<file path="config.mk">
export PLATFORM = sky130hd
export DESIGN_NAME = padded_interval_merger
export DESIGN_NICKNAME = d
export VERILOG_FILES = /design/src/sv/pim_pkg.sv /design/src/sv/pim_front.sv /design/src/sv/pim_queue.sv /design/src/sv/pim_back.sv /design/src/sv/padded_interval_merger.sv
export VERILOG_INCLUDE_DIRS = /design/src /design/src/sv
export SDC_FILE = /design/constraint.sdc
export NUM_CORES = 2
export LEC_CHECK = 0
export BUFFER_PORTS_ARGS = -buffer_cell sky130_fd_sc_hd__buf_2
export CAP_MARGIN = 20
export CORE_MARGIN = 4
export CORE_UTILIZATION = 57
export CTS_BUF_LIST = sky130_fd_sc_hd__clkbuf_4 sky130_fd_sc_hd__clkbuf_8 sky130_fd_sc_hd__clkbuf_16
export DETAILED_ROUTE_END_ITERATION = 12
export HOLD_SLACK_MARGIN = 0.1
export PLACE_DENSITY = 0.84
export SETUP_SLACK_MARGIN = 0.3
export SYNTH_ARGS = -nofsm -noshare
export SYNTH_HDL_FRONTEND = slang
export SYNTH_SLANG_ARGS = --single-unit
</file>
<file path="constraint.sdc">
create_clock -name clk -period 9.9 [get_ports clk]
set_input_delay 1.98 -clock clk [delete_from_list [all_inputs] [get_ports clk]]
set_output_delay 1.98 -clock clk [all_outputs]
set_load 0.1 [all_outputs]
</file>
<file path="src/sv/padded_interval_merger_defines.svh">
// assertion macros shared by the interval merger modules
`ifndef PADDED_INTERVAL_MERGER_DEFINES_SVH
`define PADDED_INTERVAL_MERGER_DEFINES_SVH

`ifndef ASSERT_OFF
`define PIM_ASSERT(lbl, clk, rst, prop, msg) \
  lbl: assert property (@(posedge clk) disable iff (rst) prop) else $error(msg);
`define PIM_ASSERT_NEVER(lbl, clk, rst, expr, msg) \
  `PIM_ASSERT(lbl, clk, rst, !(expr), msg)
`else
`define PIM_ASSERT(lbl, clk, rst, prop, msg)
`define PIM_ASSERT_NEVER(lbl, clk, rst, expr, msg)
`endif

`endif

</file>
<file path="src/sv/pim_pkg.sv">
// shared types and constants of the padded interval merger
package pim_pkg;

  localparam int TW     = 43;  // signed time width
  localparam int IW     = 40;  // input tick width
  localparam int CW     = 32;  // config register width
  localparam int QDEPTH = 4;   // front to back queue depth
  localparam int QPW    = $clog2(QDEPTH);

  typedef logic signed [TW-1:0] tick_t;

  // result kinds
  typedef enum logic [2:0] {
    KIND_SUB      = 3'd0,
    KIND_LEAD     = 3'd1,
    KIND_TRAIL    = 3'd2,
    KIND_DIALOGUE = 3'd3,
    KIND_GAP      = 3'd4
  } pim_kind_t;

  // config register indexes
  typedef enum logic [1:0] {
    REG_LEFT_PAD    = 2'd0,
    REG_RIGHT_PAD   = 2'd1,
    REG_TIME_OFFSET = 2'd2,
    REG_MIN_GAP     = 2'd3
  } pim_reg_t;

  // output sequencer phases
  typedef enum logic [2:0] {
    PH_SUB,
    PH_LEAD,
    PH_TRAIL,
    PH_MID,
    PH_FLUSH
  } pim_phase_t;

  // settings seen by the front part
  typedef struct packed {
    logic [CW-1:0]        left_pad;
    logic [CW-1:0]        right_pad;
    logic signed [CW-1:0] time_offset;
    logic [CW:0]          lead_gap;  // left_pad + min_gap
  } pim_cfg_t;

  // one classified item, as queued for the back part
  typedef struct packed {
    tick_t     s;
    tick_t     e;
    tick_t     ns;
    tick_t     ne;
    logic      mid_valid;
    pim_kind_t mid_kind;
    tick_t     mid_b;
    tick_t     mid_f;
    logic      fl_valid;
    tick_t     fl_b;
    tick_t     fl_f;
  } pim_cmd_t;

endpackage

</file>
<file path="src/sv/pim_front.sv">
// front part: shifts and pads each item, folds it into the span, queues a command
`include "padded_interval_merger_defines.svh"
module pim_front import pim_pkg::*; (
  input  logic                  clk,
  input  logic                  rst,
  input  pim_cfg_t              cfg,
  input  logic                  in_valid,
  output logic                  in_stall,
  input  logic [IW-1:0]         item_start,
  input  logic [IW-1:0]         item_end,
  input  logic                  final_item,
  input  logic                  q_full,
  output logic                  q_push,
  output pim_cmd_t              q_cmd
);

  // stage 1: shifted interval
  logic  v1;
  tick_t s1_s, s1_e;
  logic  s1_last;
  // stage 2: padded interval and close cut point
  logic  v2;
  tick_t s2_s, s2_e, s2_ns, s2_ne, s2_cut;
  logic  s2_last;
  // running span
  tick_t span_lo, span_hi;
  logic  seen_first;

  logic  ld1, ld2;
  tick_t offs;

  assign q_push   = v2 && !q_full;
  assign ld2      = !v2 || q_push;
  assign ld1      = !v1 || ld2;
  assign in_stall = v1 && !ld2;
  assign offs     = {{(TW-CW){cfg.time_offset[CW-1]}}, cfg.time_offset};

  // stage 1 register
  always_ff @(posedge clk) begin
    if (rst) begin
      v1 <= 1'b0;
    end else if (ld1) begin
      v1 <= in_valid;
    end
    if (ld1 && in_valid) begin
      s1_s    <= tick_t'({{(TW-IW){1'b0}}, item_start}) + offs;
      s1_e    <= tick_t'({{(TW-IW){1'b0}}, item_end}) + offs;
      s1_last <= final_item;
    end
  end

  function automatic logic s2_last_in(logic v, logic l);
    return v & l;
  endfunction

  // stage 2 register
  always_ff @(posedge clk) begin
    if (rst) begin
      v2 <= 1'b0;
    end else if (ld2) begin
      v2 <= v1;
    end
    if (ld2 && v1) begin
      s2_s    <= s1_s;
      s2_e    <= s1_e;
      s2_ns   <= s1_s - tick_t'({{(TW-CW){1'b0}}, cfg.left_pad});
      s2_ne   <= s1_e + tick_t'({{(TW-CW){1'b0}}, cfg.right_pad});
      s2_cut  <= s1_s - tick_t'({{(TW-CW-1){1'b0}}, cfg.lead_gap});
      s2_last <= s2_last_in(v1, s1_last);
    end
  end

  // classification against the running span
  logic  ns_lt_ne, lo_lt_hi, lo_lt_ne, do_close;
  logic  post_ok;
  tick_t lo_next, hi_next;

  assign ns_lt_ne = s2_ns < s2_ne;
  assign lo_lt_hi = span_lo < span_hi;
  assign lo_lt_ne = span_lo < s2_ne;
  // span end plus min gap reaches the padded start
  assign do_close = span_hi <= s2_cut;

  always_comb begin
    lo_next           = span_lo;
    hi_next           = span_hi;
    post_ok           = lo_lt_hi;
    q_cmd.s           = s2_s;
    q_cmd.e           = s2_e;
    q_cmd.ns          = s2_ns;
    q_cmd.ne          = s2_ne;
    q_cmd.mid_valid   = 1'b0;
    q_cmd.mid_kind    = KIND_GAP;
    q_cmd.mid_b       = span_hi;
    q_cmd.mid_f       = s2_ns;
    if (!seen_first) begin
      // first item of a run opens the span as is
      lo_next  = s2_ns;
      hi_next  = s2_ne;
      post_ok  = ns_lt_ne;
    end else if (ns_lt_ne) begin
      hi_next  = s2_ne;
      if (do_close) begin
        // gap wide enough: close the span, open a new one
        q_cmd.mid_valid = lo_lt_hi;
        q_cmd.mid_kind  = KIND_DIALOGUE;
        q_cmd.mid_b     = span_lo;
        q_cmd.mid_f     = span_hi;
        lo_next         = s2_ns;
        post_ok         = 1'b1;
      end else if (lo_lt_hi) begin
        // merge and report the gap
        q_cmd.mid_valid = 1'b1;
        post_ok         = lo_lt_ne;
      end else begin
        // empty span: its begin moves up
        lo_next = s2_ns;
        post_ok = 1'b1;
      end
    end
    q_cmd.fl_valid = s2_last && post_ok;
    q_cmd.fl_b     = lo_next;
    q_cmd.fl_f     = hi_next;
  end

  // span state update as the command is queued
  always_ff @(posedge clk) begin
    if (rst) begin
      seen_first <= 1'b0;
      span_lo    <= '0;
      span_hi    <= '0;
    end else if (q_push) begin
      if (s2_last) begin
        seen_first <= 1'b0;
        span_lo    <= '0;
        span_hi    <= '0;
      end else begin
        seen_first <= 1'b1;
        span_lo    <= lo_next;
        span_hi    <= hi_next;
      end
    end
  end

  // checks
  `PIM_ASSERT(a_flush_clears, clk, rst, q_push && s2_last |=> !seen_first && span_hi == 0, "flush left span state")
  `PIM_ASSERT(a_held_when_full, clk, rst, v2 && q_full |=> v2, "item lost while queue full")
  `PIM_ASSERT(a_no_stall_empty, clk, rst, !v1 |-> !in_stall, "stall with empty front")

endmodule

</file>
<file path="src/sv/pim_queue.sv">
// short command queue between front and back parts
`include "padded_interval_merger_defines.svh"
module pim_queue import pim_pkg::*; (
  input  logic     clk,
  input  logic     rst,
  input  logic     push,
  input  pim_cmd_t push_cmd,
  output logic     full,
  input  logic     pop,
  output pim_cmd_t head,
  output logic     empty
);

  pim_cmd_t       entries [QDEPTH];
  logic [QPW-1:0] wr_ptr, rd_ptr;
  logic [QPW:0]   count;

  assign full  = count == (QPW+1)'(QDEPTH);
  assign empty = count == '0;
  assign head  = entries[rd_ptr];

  // pointers and fill count
  always_ff @(posedge clk) begin
    if (rst) begin
      wr_ptr <= '0;
      rd_ptr <= '0;
      count  <= '0;
    end else begin
      if (push) begin
        wr_ptr <= wr_ptr + 1'b1;
      end
      if (pop) begin
        rd_ptr <= rd_ptr + 1'b1;
      end
      if (push && !pop) begin
        count <= count + 1'b1;
      end else if (pop && !push) begin
        count <= count - 1'b1;
      end
    end
  end

  // entry storage
  always_ff @(posedge clk) begin
    if (push) begin
      entries[wr_ptr] <= push_cmd;
    end
  end

  // checks
  `PIM_ASSERT_NEVER(a_overflow, clk, rst, push && full, "push into full queue")
  `PIM_ASSERT_NEVER(a_underflow, clk, rst, pop && empty, "pop from empty queue")
  `PIM_ASSERT(a_count_step, clk, rst, push && !pop |=> count == $past(count) + 1'b1, "count slip")

endmodule

</file>
<file path="src/sv/pim_back.sv">
// back part: plays out the results of each queued command, one per cycle unless the output stalls
`include "padded_interval_merger_defines.svh"
module pim_back import pim_pkg::*; (
  input  logic        clk,
  input  logic        rst,
  input  pim_cmd_t    head,
  input  logic        q_empty,
  output logic        q_pop,
  output logic        out_valid,
  input  logic        out_stall,
  output logic [2:0]  kind,
  output tick_t       span_begin,
  output tick_t       span_finish,
  output logic        run_done
);

  pim_phase_t phase, phase_next;
  pim_kind_t  res_kind;
  tick_t      res_b, res_f;
  logic       res_last;
  logic       load;

  assign load  = !q_empty && (!out_valid || !out_stall);
  assign q_pop = load && res_last;

  // phase register
  always_ff @(posedge clk) begin
    if (rst) begin
      phase <= PH_SUB;
    end else if (load) begin
      phase <= phase_next;
    end
  end

  // result selection and next phase
  always_comb begin
    res_kind   = KIND_SUB;
    res_b      = head.s;
    res_f      = head.e;
    res_last   = 1'b0;
    phase_next = phase;
    case (phase)
      PH_SUB: begin
        phase_next = PH_LEAD;
      end
      PH_LEAD: begin
        res_kind   = KIND_LEAD;
        res_b      = head.ns;
        res_f      = head.s;
        phase_next = PH_TRAIL;
      end
      PH_TRAIL: begin
        res_kind = KIND_TRAIL;
        res_b    = head.e;
        res_f    = head.ne;
        if (head.mid_valid) begin
          phase_next = PH_MID;
        end else if (head.fl_valid) begin
          phase_next = PH_FLUSH;
        end else begin
          res_last   = 1'b1;
          phase_next = PH_SUB;
        end
      end
      PH_MID: begin
        res_kind = head.mid_kind;
        res_b    = head.mid_b;
        res_f    = head.mid_f;
        if (head.fl_valid) begin
          phase_next = PH_FLUSH;
        end else begin
          res_last   = 1'b1;
          phase_next = PH_SUB;
        end
      end
      PH_FLUSH: begin
        res_kind   = KIND_DIALOGUE;
        res_b      = head.fl_b;
        res_f      = head.fl_f;
        res_last   = 1'b1;
        phase_next = PH_SUB;
      end
      default: begin
        phase_next = PH_SUB;
      end
    endcase
  end

  // output register
  always_ff @(posedge clk) begin
    if (rst) begin
      out_valid <= 1'b0;
    end else if (load) begin
      out_valid <= 1'b1;
    end else if (!out_stall) begin
      out_valid <= 1'b0;
    end
    if (load) begin
      kind        <= res_kind;
      span_begin  <= res_b;
      span_finish <= res_f;
      run_done    <= res_last;
    end
  end

  // checks
  `PIM_ASSERT(a_mid_present, clk, rst, load && phase == PH_MID |-> head.mid_valid, "mid result without cause")
  `PIM_ASSERT(a_flush_present, clk, rst, load && phase == PH_FLUSH |-> head.fl_valid, "flush result without cause")
  `PIM_ASSERT(a_pop_resets_phase, clk, rst, q_pop |=> phase == PH_SUB, "phase not rewound after pop")

endmodule

</file>
<file path="src/sv/padded_interval_merger.sv">
// top level of the padded interval merger: config registers and part wiring
//
// Each accepted item gives three to five results (subtitle, lead pad, trail
// pad, then a dialogue span or a gap, then the flushed span on a final item),
// delivered one per cycle while the output is not stalled, in the order set by
// the output sequencer in the back part. An accepted item passes the stage 1
// and stage 2 registers, then enters the four-entry command queue. The front
// keeps taking items while the back still plays out earlier ones, until the
// queue is full. The config port is always ready; write it only while the
// block is idle.
module padded_interval_merger import pim_pkg::*; (
  input  logic                  clk,
  input  logic                  rst,
  input  logic                  cfg_valid,
  output logic                  cfg_ready,
  input  logic [1:0]            cfg_index,
  input  logic [CW-1:0]         cfg_data,
  input  logic                  in_valid,
  output logic                  in_stall,
  input  logic [IW-1:0]         item_start,
  input  logic [IW-1:0]         item_end,
  input  logic                  final_item,
  output logic                  out_valid,
  input  logic                  out_stall,
  output logic [2:0]            kind,
  output logic signed [TW-1:0]  span_begin,
  output logic signed [TW-1:0]  span_finish,
  output logic                  run_done
);

  logic [CW-1:0]        left_pad, right_pad, min_gap;
  logic signed [CW-1:0] time_offset;
  logic [CW:0]          lead_gap;
  pim_cfg_t             cfg;

  logic     q_push, q_full, q_pop, q_empty;
  pim_cmd_t q_cmd, q_head;

  assign cfg_ready = 1'b1;

  // config registers
  always_ff @(posedge clk) begin
    if (rst) begin
      left_pad    <= '0;
      right_pad   <= '0;
      time_offset <= '0;
      min_gap     <= '0;
    end else if (cfg_valid && cfg_ready) begin
      case (pim_reg_t'(cfg_index))
        REG_LEFT_PAD:    left_pad    <= cfg_data;
        REG_RIGHT_PAD:   right_pad   <= cfg_data;
        REG_TIME_OFFSET: time_offset <= cfg_data;
        REG_MIN_GAP:     min_gap     <= cfg_data;
        default: ;
      endcase
    end
  end

  // lead pad plus gap, for the close cut point
  always_ff @(posedge clk) begin
    if (rst) begin
      lead_gap <= '0;
    end else begin
      lead_gap <= {1'b0, left_pad} + {1'b0, min_gap};
    end
  end

  assign cfg.left_pad    = left_pad;
  assign cfg.right_pad   = right_pad;
  assign cfg.time_offset = time_offset;
  assign cfg.lead_gap    = lead_gap;

  pim_front u_front (
    .clk        (clk),
    .rst        (rst),
    .cfg        (cfg),
    .in_valid   (in_valid),
    .in_stall   (in_stall),
    .item_start (item_start),
    .item_end   (item_end),
    .final_item (final_item),
    .q_full     (q_full),
    .q_push     (q_push),
    .q_cmd      (q_cmd)
  );

  pim_queue u_queue (
    .clk      (clk),
    .rst      (rst),
    .push     (q_push),
    .push_cmd (q_cmd),
    .full     (q_full),
    .pop      (q_pop),
    .head     (q_head),
    .empty    (q_empty)
  );

  pim_back u_back (
    .clk         (clk),
    .rst         (rst),
    .head        (q_head),
    .q_empty     (q_empty),
    .q_pop       (q_pop),
    .out_valid   (out_valid),
    .out_stall   (out_stall),
    .kind        (kind),
    .span_begin  (span_begin),
    .span_finish (span_finish),
    .run_done    (run_done)
  );

endmodule
</file>
==> flow_summary.json <==
{
  "drv_cap": 0,
  "finalSetupViolations": 0,
  "ant_nets": 0,
  "layout-drive-gt1-share_pct": 17.4,
  "num-nets-final": 6806,
  "grt_usage_pct": 30.4,
  "async_flop_share_pct": 0,
  "dieArea_sq_um": 165000,
  "row_count": 145,
  "hold_violations": 0,
  "fin_cells": 8523,
  "place_congestion": 0.927,
  "synthDistinctLibCells": 88,
  "layout_common_cells": "edfxtp_1 (1,773), nand2_1 (574), a21oi_1 (413)",
  "worstSkewPairLatency_ps": 850,
  "grt_max_degree": 161,
  "min_period_ps": 5600,
  "post_dp_cell_area_sq_um": 93800,
  "cts_tree": "built",
  "drv_slew": 0,
  "cts_hold_buf": 0,
  "critical_path.endpoint_type": "flip-flop",
  "tightest_slew_ps": 1190,
  "area_growth_pct": 11.1,
  "hold_ws_ps": 462,
  "final_common_cell": "edfxtp_1",
  "holdCritPathClass": "reg2reg",
  "grt_pass1_wl_um": 370000,
  "ys_seq_area_share_pct": 64.6,
  "drt-initial-drc-count": 8247,
  "synthesis.area_sq_um": 90500,
  "dp_hpwl_um": 162000,
  "regToRegStartpoint": "u_front.span_hi[12]",
  "post_cts_resized": 0,
  "dieWidth_um": 407,
  "avgRoutedWirePerCell_um": 29.5,
  "ir_drop_mv": 0.212,
  "cts_inserted_buffers": 195,
  "p_leak_nw": 35.1,
  "yosysWarnings": 0,
  "postLayoutCellArea_sq_um": 101000,
  "hp-start": "min_gap[19]",
  "syn-num-nets": 6593,
  "maxSlewHeadroom_pct": 20.8,
  "pre_cts_ws_ps": 4420,
  "crit_fanout": 47,
  "cts.clk_slew.worst_paths_ps": 70,
  "ys.flop_type": "edfxtp_1",
  "p_per_area_nw_per_um2": 198,
  "dpl.cell_count": 8154,
  "totalWireLength_um": 252000,
  "ios": 213,
  "die_y_um": 407,
  "crit_path_start_kind": "flip-flop",
  "post-route-drc-count": 0,
  "root_buffer": "clkbuf_16",
  "reg2reg_to": "u_queue.entries[3][110]",
  "syn_inst": 6081,
  "cts_max_level": 4,
  "hold_depth": 2,
  "finalClockSkew_ps": 29.3,
  "nFillCells": 10500,
  "r2r_cells": 12,
  "crit_arrival_ps": 6180,
  "antenna_found_initial": 17,
  "core-area_sq_um": 157000,
  "synth_edf_count": 1773,
  "critical_path_required_ps": 10470,
  "portBuffers": 211,
  "fmaxAchievable_mhz": 179,
  "critical_path_class": "reg2reg",
  "cts_sinks": 2036,
  "clockBufferDepth": 3,
  "drtPass1Iterations": 6,
  "holdPathEnd": "min_gap[19]",
  "post_cts_buffers": 0,
  "setup-tns-final_ps": 0,
  "period_share_pct": 56.6,
  "synth_area_per_cell_sq_um": 14.9,
  "grt_overflow": 0,
  "grt_pass1_vias": 56200,
  "viasPerCell": 6.71,
  "start_util_pct": 57.6,
  "r2r_setup_slack_ps": 4300,
  "rsz0062_at_grt": "no",
  "dr_total_vias": 57200,
  "synth-seq-cells": 2036,
  "setup_slack_ps": 4300,
  "status": "completed"
}
[stage by stage]
stage	power, mW	utilization, %
detailed placement	12.3	59.7
global route	20.5	64.0
finish	19.9	64.0
global placement	12.2	59.7
CTS	19.9	64.0
floorplan	11.5	-
[worst max path at each step]
stage                                    endpoint  depth (start not counted)                 from
after floorplan             u_queue.entries[0][0]                          3     u_queue.count[0]
after global placement           u_front.s1_e[40]                         14          item_end[0]
after detailed placement         u_front.s1_e[40]                         14          item_end[0]
after CTS                 u_queue.entries[1][110]                         13    u_front.s2_ne[16]
after global routing      u_queue.entries[1][103]                         12  u_front.span_hi[12]
final                     u_queue.entries[3][110]                         12  u_front.span_hi[12]
[flip-flops by register name, summed over array words and instances, names as in the netlist, 42 cells and up, named ones only]
name / flops
u_front.span_lo: 43
u_front.s2_ne: 43
u_front.s2_cut: 43
u_back.span_finish: 43
u_front.s2_e: 42
u_front.s1_e: 42
u_front.span_hi: 43
u_front.s1_s: 42
u_back.span_begin: 43
u_queue.entries: 1384
u_front.s2_ns: 43
u_front.s2_s: 42
[report_power, final]
group          total [mW]  leakage (nW)  internal, mW  switching [mW]
logic                2.21          13.3         0.630            1.58
clock network        7.73          3.34          4.45            3.28
registers            9.96          18.4          9.70           0.253
total                19.9          35.1          14.8            5.12
[routing by layer]
metal | share of wire [%] | GRT usage, % | vias to the layer above | wire length [um]
met4 | 4.2 | 11.7 | 20 | 10600
met3 | 15 | 9.69 | 665 | 37500
met1 | 37 | 43.3 | 28000 | 94200
met5 | 0.054 | 0 | - | 135
met2 | 43 | 44.1 | 4478 | 109000
li1 | - | - | 24000 | -
[cell families after synthesis]
| logic type | after synthesis | share of synthesized area (%) |
|---|---|---|
| AND/OR/NAND/NOR | 1151 | 5.67 |
| XOR/XNOR | 208 | 2.01 |
| other | 1 | 0.00414 |
| adder cells (fa/ha/maj) | 392 | 5.48 |
| flip-flops | 2036 | 64.6 |
| buffers and inverters | 524 | 2.27 |
| AO/OA/AOI/OAI | 1225 | 8.82 |
| multiplexers | 544 | 11.1 |
[cell type report]
type / count / area (sq um) / share of cell area, %
repair buffers: 279 / 1680 / 1.67
clock buffers: 252 / 5460 / 5.43
well taps: 2058 / 2570 / 2.56
clock inverters: 114 / 1250 / 1.24
diodes: 2 / 5.00 / 0.00498
multi-input cells: 3521 / 30100 / 29.9
flip-flops and latches: 2036 / 58500 / 58.2
inverters: 261 / 982 / 0.977
[critical path, cell delays in order, from the launching register on]
cell,delay (ps)
dfxtp_1,500
ha_1,300
a21oi_1,170
o21ai_0,180
a221oi_1,710
o221ai_1,280
a21oi_1,240
o31ai_1,120
mux2_2,330
and3_4,640
buf_4,620
buf_4,660
mux2_2,460
[cell usage after synthesis, types with 48 or more instances]
cell type / instances / area (sq um)
mux2_2: 90 / 1010
nand2_1: 574 / 2150
dfxtp_1: 263 / 5270
nor2_1: 253 / 950
o21ai_0: 218 / 1090
ha_1: 385 / 4820
nand3_1: 51 / 255
clkbuf_1: 182 / 683
mux2i_1: 93 / 931
edfxtp_1: 1773 / 53200
mux4_2: 361 / 8130
nor2b_1: 48 / 300
a21o_1: 150 / 1130
o221ai_1: 52 / 455
xnor2_1: 141 / 1230
xor2_1: 67 / 587
inv_1: 261 / 980
a31oi_1: 48 / 300
a21oi_1: 413 / 2070
No activity file was read; power rests on OpenSTA's default activity.
